$ cat config.mk
export PLATFORM = sky130hd
export DESIGN_NAME = ultrasonic_range_controller
export DESIGN_NICKNAME = d
export VERILOG_FILES = /design/src/hdl/urc_pkg.sv /design/src/hdl/ultrasonic_range_controller.sv
export SDC_FILE = /design/constraint.sdc
export NUM_CORES = 1
export LEC_CHECK = 0
export BUFFER_PORTS_ARGS = -buffer_cell sky130_fd_sc_hd__clkbuf_2
export CORE_MARGIN = 2
export CORE_UTILIZATION = 50
export DETAILED_ROUTE_END_ITERATION = 10
export GPL_ROUTABILITY_DRIVEN = 0
export GPL_TIMING_DRIVEN = 1
export HOLD_SLACK_MARGIN = 0.1
export MAX_ROUTING_LAYER = met4
export PLACE_DENSITY = 0.77
export SLEW_MARGIN = 20
export SYNTH_ARGS = -nofsm -noshare
export SYNTH_HDL_FRONTEND = slang
export SYNTH_SLANG_ARGS = --single-unit
export TNS_END_PERCENT = 5
$ cat constraint.sdc
create_clock -name clock -period 6.8 [get_ports clock]
set_input_delay 1.36 -clock clock [delete_from_list [all_inputs] [get_ports clock]]
set_output_delay 1.36 -clock clock [all_outputs]
set_load 0.005 [all_outputs]
$ cat src/hdl/urc_pkg.sv
// ----------------------------------------------------------------------------
// urc_pkg: ultrasonic range controller package
// Transaction types, register map and reset values for the ranging block.
// ----------------------------------------------------------------------------
package urc_pkg;

   localparam int COUNTER_WIDTH_DEF = 20;

   localparam int TRIG_W   = 10;
   localparam int HOLD_W   = 20;
   localparam int MAXE_W   = 20;
   localparam int SPEED_W  = 15;
   localparam int DIST_W   = 34;
   localparam int CSR_AW   = 4;
   localparam int CSR_DW   = 32;

   localparam logic [TRIG_W-1:0]  TRIGGER_TICKS_RST  = TRIG_W'(10);
   localparam logic [HOLD_W-1:0]  HOLDOFF_TICKS_RST  = HOLD_W'(10000);
   localparam logic [MAXE_W-1:0]  MAX_ECHO_TICKS_RST = MAXE_W'(18000);
   localparam logic [SPEED_W-1:0] SOUND_SPEED_RST    = SPEED_W'(13512);

   localparam logic [DIST_W-1:0]  DIST_MAX = {DIST_W{1'b1}};

   typedef enum logic [1:0] {
      REG_TRIGGER_TICKS  = 2'd0,
      REG_HOLDOFF_TICKS  = 2'd1,
      REG_MAX_ECHO_TICKS = 2'd2,
      REG_SOUND_SPEED    = 2'd3
   } reg_idx_type;

   typedef enum logic [3:0] {
      PH_IDLE = 4'b0001,
      PH_TRIG = 4'b0010,
      PH_RISE = 4'b0100,
      PH_MEAS = 4'b1000
   } phase_type;

   typedef struct packed {
      logic start_request;
      logic echo_level;
   } req_type;

   typedef struct packed {
      logic              trigger_level;
      logic              busy_res;
      logic              done_res;
      logic              over_range;
      logic [DIST_W-1:0] distance_uinch;
   } rsp_type;

endpackage

$ cat src/hdl/ultrasonic_range_controller.sv
// ----------------------------------------------------------------------------
// ultrasonic_range_controller: trigger/echo ranging controller
// Drives a sensor trigger pulse on request and times the echo pulse.
// ----------------------------------------------------------------------------
// Usage:
//   Each req_ transaction is one 1 us tick: the sampled echo pin level and a
//   measurement request. Every accepted tick yields exactly one rsp_
//   transaction carrying the trigger pin level for that tick, busy, done,
//   out of range and the distance in micro-inches.
//   A tick's result is loaded into the output register at the edge that
//   accepts the tick and is offered on rsp_ from the next cycle.
//   Throughput is one tick per cycle while req_stall is low; the tick
//   state and the distance multiply (echo width / 2 times sound speed) sit
//   between the state registers and the output register.
//   If the receiver stalls, the result is held and req_stall is raised only
//   while the output register is full and stalled; nothing is dropped.
//   Reset (synchronous) loads the register defaults, returns to idle with no
//   request pending and no holdoff, and empties the output register. The user
//   writes registers over the csr_ port (byte address 4 * index) only while no
//   transaction is in flight (not enforced); new values act at once.
// ----------------------------------------------------------------------------
module ultrasonic_range_controller
   import urc_pkg::*;
#(
   parameter int COUNTER_WIDTH = COUNTER_WIDTH_DEF
) (
   input  logic              clock,
   input  logic              reset,

   input  logic              req_valid,
   output logic              req_stall,
   input  req_type           req_data,

   output logic              rsp_valid,
   input  logic              rsp_stall,
   output rsp_type           rsp_data,

   input  logic              csr_psel,
   input  logic              csr_penable,
   input  logic              csr_pwrite,
   input  logic [CSR_AW-1:0] csr_paddr,
   input  logic [CSR_DW-1:0] csr_pwdata,
   output logic [CSR_DW-1:0] csr_prdata,
   output logic              csr_pready
);

   localparam int CW   = COUNTER_WIDTH;
   localparam int PW   = CW + SPEED_W - 1;
   localparam logic [32:0] CNT_MAX = 33'((64'd1 << CW) - 64'd1);

   logic [TRIG_W-1:0]  trigger_ticks_ff;
   logic [HOLD_W-1:0]  holdoff_ticks_ff;
   logic [MAXE_W-1:0]  max_echo_ticks_ff;
   logic [SPEED_W-1:0] sound_speed_ff;

   phase_type          phase_ff, phase_in;
   logic               pending_ff, pending_in;
   logic [CW-1:0]      tick_count_ff, tick_count_in;
   logic [HOLD_W-1:0]  holdoff_left_ff, holdoff_left_in;

   logic               rsp_valid_ff;
   rsp_type            rsp_data_ff, rsp_data_in;

   logic               req_fire;
   logic               csr_wr;
   logic [TRIG_W-1:0]  tlen;
   logic [CW-1:0]      tick_plus;
   logic [32:0]        cap_wide;
   logic [32:0]        cap_clip;
   logic [PW-1:0]      product;

   // ------------------------------------------------------------------
   // Configuration port
   // ------------------------------------------------------------------
   assign csr_pready = 1'b1;
   assign csr_wr     = csr_psel & csr_penable & csr_pwrite & csr_pready;

   always_ff @(posedge clock) begin
      if (reset) begin
         trigger_ticks_ff  <= TRIGGER_TICKS_RST;
         holdoff_ticks_ff  <= HOLDOFF_TICKS_RST;
         max_echo_ticks_ff <= MAX_ECHO_TICKS_RST;
         sound_speed_ff    <= SOUND_SPEED_RST;
      end else if (csr_wr) begin
         case (reg_idx_type'(csr_paddr[3:2]))
            REG_TRIGGER_TICKS:  trigger_ticks_ff  <= csr_pwdata[TRIG_W-1:0];
            REG_HOLDOFF_TICKS:  holdoff_ticks_ff  <= csr_pwdata[HOLD_W-1:0];
            REG_MAX_ECHO_TICKS: max_echo_ticks_ff <= csr_pwdata[MAXE_W-1:0];
            REG_SOUND_SPEED:    sound_speed_ff    <= csr_pwdata[SPEED_W-1:0];
            default: ;
         endcase
      end
   end

   always_comb begin
      case (reg_idx_type'(csr_paddr[3:2]))
         REG_TRIGGER_TICKS:  csr_prdata = CSR_DW'(trigger_ticks_ff);
         REG_HOLDOFF_TICKS:  csr_prdata = CSR_DW'(holdoff_ticks_ff);
         REG_MAX_ECHO_TICKS: csr_prdata = CSR_DW'(max_echo_ticks_ff);
         REG_SOUND_SPEED:    csr_prdata = CSR_DW'(sound_speed_ff);
         default:            csr_prdata = '0;
      endcase
   end

   // ------------------------------------------------------------------
   // Handshake
   // ------------------------------------------------------------------
   assign req_stall = rsp_valid_ff & rsp_stall;
   assign req_fire  = req_valid & ~req_stall;
   assign rsp_valid = rsp_valid_ff;
   assign rsp_data  = rsp_data_ff;

   // ------------------------------------------------------------------
   // Tick logic
   // ------------------------------------------------------------------
   assign tlen      = (trigger_ticks_ff == '0) ? TRIG_W'(1) : trigger_ticks_ff;
   assign tick_plus = tick_count_ff + CW'(1);
   assign cap_wide  = 33'(max_echo_ticks_ff) + 33'd1;
   // echo width stops at max + 1, or at the counter's all-ones value
   assign cap_clip  = (cap_wide > CNT_MAX) ? CNT_MAX : cap_wide;
   assign product   = PW'(tick_count_ff[CW-1:1]) * PW'(sound_speed_ff);

   always_comb begin
      phase_in        = phase_ff;
      pending_in      = pending_ff | req_data.start_request;
      tick_count_in   = tick_count_ff;
      holdoff_left_in = holdoff_left_ff;
      rsp_data_in     = '0;

      case (phase_ff)
         PH_TRIG: begin
            rsp_data_in.trigger_level = 1'b1;
            tick_count_in = tick_plus;
            if (33'(tick_plus) >= 33'(tlen)) begin
               phase_in = PH_RISE;
            end
         end
         PH_RISE: begin
            if (req_data.echo_level) begin
               tick_count_in = CW'(1);
               phase_in      = PH_MEAS;
            end
         end
         PH_MEAS: begin
            if (req_data.echo_level) begin
               if (33'(tick_count_ff) < cap_clip) begin
                  tick_count_in = tick_plus;
               end else begin
                  tick_count_in = CW'(cap_clip);
               end
            end else begin
               rsp_data_in.done_res = 1'b1;
               if (33'(tick_count_ff) > 33'(max_echo_ticks_ff)) begin
                  rsp_data_in.over_range = 1'b1;
               end else if (48'(product) > 48'(DIST_MAX)) begin
                  rsp_data_in.distance_uinch = DIST_MAX;
               end else begin
                  rsp_data_in.distance_uinch = DIST_W'(product);
               end
               phase_in        = PH_IDLE;
               holdoff_left_in = holdoff_ticks_ff;
            end
         end
         default: begin
            // idle: run down the holdoff before a pending request may start
            phase_in = PH_IDLE;
            if (holdoff_left_ff != '0) begin
               holdoff_left_in = holdoff_left_ff - HOLD_W'(1);
            end else if (pending_in) begin
               pending_in                = 1'b0;
               rsp_data_in.trigger_level = 1'b1;
               tick_count_in             = CW'(1);
               phase_in                  = (tlen <= TRIG_W'(1)) ? PH_RISE : PH_TRIG;
            end
         end
      endcase

      rsp_data_in.busy_res = pending_in | (phase_in != PH_IDLE);
   end

   always_ff @(posedge clock) begin
      if (reset) begin
         phase_ff        <= PH_IDLE;
         pending_ff      <= 1'b0;
         tick_count_ff   <= '0;
         holdoff_left_ff <= '0;
         rsp_valid_ff    <= 1'b0;
      end else begin
         if (req_fire) begin
            phase_ff        <= phase_in;
            pending_ff      <= pending_in;
            tick_count_ff   <= tick_count_in;
            holdoff_left_ff <= holdoff_left_in;
            rsp_valid_ff    <= 1'b1;
         end else if (~rsp_stall) begin
            rsp_valid_ff    <= 1'b0;
         end
      end
   end

   always_ff @(posedge clock) begin
      if (req_fire) begin
         rsp_data_ff <= rsp_data_in;
      end
   end

`ifndef SYNTHESIS
   a_fire_loads: assert property (@(posedge clock) disable iff (reset)
      req_fire |=> rsp_valid_ff)
      else $error("accepted tick produced no result");

   a_holdoff_idle: assert property (@(posedge clock) disable iff (reset)
      (holdoff_left_ff != '0) |-> (phase_ff == PH_IDLE))
      else $error("holdoff running outside idle");

   a_meas_nonzero: assert property (@(posedge clock) disable iff (reset)
      (phase_ff == PH_MEAS) |-> (tick_count_ff != '0))
      else $error("echo width zero while measuring");

   a_done_no_trig: assert property (@(posedge clock) disable iff (reset)
      rsp_valid_ff |-> !(rsp_data_ff.done_res && rsp_data_ff.trigger_level))
      else $error("trigger high on completion tick");

   a_oor_done: assert property (@(posedge clock) disable iff (reset)
      (rsp_valid_ff && rsp_data_ff.over_range)
         |-> (rsp_data_ff.done_res && (rsp_data_ff.distance_uinch == '0)))
      else $error("out of range without done or with distance");
`endif

endmodule

==> metrics.md <==
| Metric | Value |
|---|---|
| Outcome | finished, final reports clean |
| Worst Hold Endpoint | holdoff_left_ff[1] |
| Total inserted antenna cells | 0 |
| Sequential share of power | a little over a quarter |
| Worst setup slack for register-to-register paths | 290 ps |
| Gate count of the mapped netlist | between 2,000 and 2,500 |
| Clk_skew | 15.7 ps |
| Number of iterations in the first detailed-routing pass | 6 |
| Row Count | 69 |
| Residual DRC | 0 |
| Initial Util | 50.9% |
| Path type of the worst min-delay path | reg -> reg |
| Cell area after synthesis | 18,100 um2 |
| Area taken by multi-input logic gates | 13,100 um2 |
| Destination of the worst register-to-register timing path | rsp_data[33] |
| Crit path required time | ~7000 ps |
| Cells on Worst Hold Path | 2 |
| Remaining global-route overflow | 0 |
| Upper clock frequency limit | ~150 MHz |
| Count of endpoints failing setup in the final report | 0 |
| Pre-CTS worst setup slack | -45.9 ps |
| Proportion of synthesized flip-flops having asynchronous set or reset | 0% |
| Portion of total power attributed to the clock network | 23.6% |
| Initial antenna violation count | 0 |
| Start point of the worst hold path | holdoff_left_ff[1] |
| Iteration-0 DRC count of the detailed router | 1,625 |
| Antenna-violating nets left | 0 |
| Number of sinks driven by the clock tree | 149 |
| Post-DR wirelength/cell | 18.0 um |
| Final worst hold slack | 479 ps |
| Count of filler cells inserted in the layout | 3,200 |
| Reg2reg start | sound_speed_ff[9] |
| CP arrival | 6700 ps |
| Crit. End Element | register |
| Accumulated negative setup slack | 0 ps |
| Internal cell power | 0.00239 W |
| Area after DPL | 19,200 um2 |
| Net switching power | around 0.0019 W |
| Largest net degree at the start of global routing | between 70 and 80 |
| Source-to-sink clock delay at the later pin of the worst-skew pair | 460 ps |
| Library cell used as clock root buffer | clkbuf_16 |
| Period utilization | 95.7% |
| Die Y | 194 um |
| Maximum number of buffers from clock root to sink | 2 |
| Fraction of layout instances using a drive strength above 1 | 11.6% |
| Nature of the critical path startpoint | register |
| Clock tree from TritonCTS | done |
| Synth warnings | 0 |
| Worst setup slack after layout | approximately 290 ps |
| Layout overhead on the synthesized area | 9.91% |
| Unique masters post-synth | 81 |
| Width of the die | 194 um |
| TritonCTS Buffers | 17 |
| Critical Path Fanout Max | 11 |
| Via density per instance | 5.78 |
| Area of the core region | 35,600 um2 |
| Area share of the leading cell type in the synthesized netlist | between 20 and 25% |
| Worst slew margin relative to its limit | 34.0% |
| Number of port buffers | 90 |
| Sw frac | 44.0% |
| Pwr Density | 214 nW/um2 |
| Worst setup path class | reg -> reg |
| H-tree levels | 4 |
| Critical Path Start | sound_speed_ff[9] |
| Via count of the first global-routing pass | 15,763 |
| Largest voltage drop on the vdd net | between 200 and 250 uV |
| Dominant cell type by area after synthesis | fa_1 |
| Sequential cell area fraction in the yosys report | 18.6% |
| Average footprint of a synthesized cell | 8.41 um2 |
| Number of synthesized flops with an enable pin | 38 |
| Comb pwr share | between 40% and 50% |
| Pleak | approximately 9.3 nW |
| Clock slew at the register clock pins of the worst setup and hold paths | approximately 80 ps |
| R2R cell count | 21 |
| Hold-fix buffers at CTS | 0 |
| Synthesized flop and latch total | roughly 150 |
| Global-route wire length before repair | between 70,000 and 80,000 um |
| Combined flip-flop and latch cell area | 3390 um2 |
| Number of maximum-capacitance constraint violations | 0 |
| Total via count in the routed design | 15,526 |
| Final Hold Vio Count | 0 |
| Die area | 37,700 um2 |
| Post-detailed-routing wire length | 48,300 um |
| Transition at the pin with the smallest max-transition slack | 989 ps |
| Final Slew Violations | 0 |
| Cell area after layout | 19,900 um2 |
| Number of ports placed on the die boundary | 118 |
| Final critical path time including I/O delays and setup | 6510 ps |
| Top FF cell, synth | dfxtp_1 |
| Top post-synthesis cells by area | fa_1 24%, dfxtp_1 12%, ha_1 10% |
| Total Power Consumption | 0.00426 W |
| Fin nets | 2,627 |
| Global routing usage summed across all routing layers | 26.6% |
| Detailed-placement wirelength estimate | 37,600 um |
[worst max-delay path, cell delays in order, from the launching register on]
cell and delay [ps]:
dfxtp_2 490, buf_4 220, nand2_1 80, fa_1 500
inv_1 50, fa_1 470, fa_1 550, fa_1 530
fa_1 540, inv_1 50, fa_1 520, inv_1 40
ha_1 380, a211oi_1 290, o21bai_1 130, a211oi_1 330
o21ai_1 190, o41ai_2 330, buf_4 170, o211ai_1 130
nand4b_1 140, o211ai_1 90
[power by group through the flow]
stage	clock [W]	combinational (W)	sequential (W)
after floorplan	0	0.00159	0.00109
after global placement	0	0.00201	0.00115
after detailed placement	0	0.00209	0.00115
after CTS	0.00102	0.00211	0.00113
after global routing	0.00106	0.00241	0.00116
final	0.00101	0.00212	0.00114
[cell type report]
cell class / count / area share (%)
Clock buffer: 18 / 2.26
Sequential cell: 149 / 17.1
Clock inverter: 14 / 0.918
Tap cell: 461 / 2.90
Multi-Input combinational cell: 1586 / 66.0
Inverter: 288 / 5.44
Timing Repair Buffer: 170 / 5.42
[registers in the layout, summed over array words and instances, names as in the netlist]
signal	cells
sound_speed_ff	15
rsp_data	38
pending_ff	1
rsp_valid	1
tick_count_ff	20
max_echo_ticks_ff	20
holdoff_ticks_ff	20
phase_ff	4
trigger_ticks_ff	10
holdoff_left_ff	20
[cells in the mapped netlist, types with 9 or more instances]
| master | count |
|---|---|
| nand2_1 | 324 |
| nand3b_1 | 13 |
| mux4_2 | 10 |
| nand3_1 | 31 |
| nor2_1 | 129 |
| xnor2_1 | 30 |
| nand4_1 | 19 |
| inv_1 | 287 |
| o211ai_1 | 9 |
| nor3_1 | 53 |
| ha_1 | 151 |
| o21ai_0 | 61 |
| and2_1 | 160 |
| a22o_1 | 11 |
| edfxtp_1 | 38 |
| or3_1 | 11 |
| buf_4 | 16 |
| xor2_1 | 21 |
| fa_1 | 219 |
| clkbuf_1 | 106 |
| a21oi_1 | 107 |
| and3_1 | 12 |
| a211oi_1 | 28 |
| dfxtp_1 | 111 |
| a21o_1 | 16 |
| a31oi_1 | 16 |
| buf_2 | 12 |
[logic make-up after synthesis]
| family | count (synthesis) | synth area share [%] |
|---|---|---|
| other | 2 | 0.0415 |
| AOI/OAI and AO/OA | 321 | 11.2 |
| DFF | 149 | 18.6 |
| muxes | 13 | 1.41 |
| xor gates and xnor gates | 51 | 2.47 |
| and+or+nand+nor | 818 | 22.3 |
| buffers and inverters | 428 | 9.33 |
| adders and majority gates | 370 | 34.7 |
[through the flow]
step	util (%)	instances
5_1_grt	55.9	2686
3_5_place_dp	53.9	2653
6_report	55.9	2686
2_1_floorplan	-	2163
4_1_cts	55.7	2685
3_3_place_gp	53.9	2653
[placed cells by master (no fill, tap or decap), types with 15 or more instances in the layout]
cell type	count
buf_4	79
edfxtp_1	38
nor2_1	129
a21oi_1	107
a211oi_1	26
o21ai_0	59
nor3_1	53
ha_1	151
nand2_1	324
inv_1	287
nand3_1	31
a21o_1	16
clkbuf_16	18
a31oi_1	15
xnor2_1	30
xor2_1	21
and2_1	160
clkbuf_2	89
dfxtp_1	94
nand4_1	19
fa_1	219
[worst max-delay path by stage]
stage,end,slack [ps],depth (start not counted)
after CTS,rsp_data[33],-5,24
after global routing,rsp_data[33],-8,24
final,rsp_data[33],290,21
after global placement,rsp_data[32],-30,22
after floorplan,rsp_data[33],180,23
after detailed placement,rsp_data[32],-50,22
[layer usage]
metal | vias up | global-route usage, % | wire length (um)
met5 | - | - | 0
met4 | 0 | 10.9 | 1900
met3 | 141 | 4.45 | 3500
met2 | 643 | 43.4 | 23600
met1 | 7608 | 33.0 | 19200
li1 | 7134 | - | -
[what timing repair did]
item                       CTS  global route
pin swaps                    0             4
resized for setup            4            25
setup endpoints to repair    2             5
buffers inserted             0             1
(Power assumes the default switching activity.)
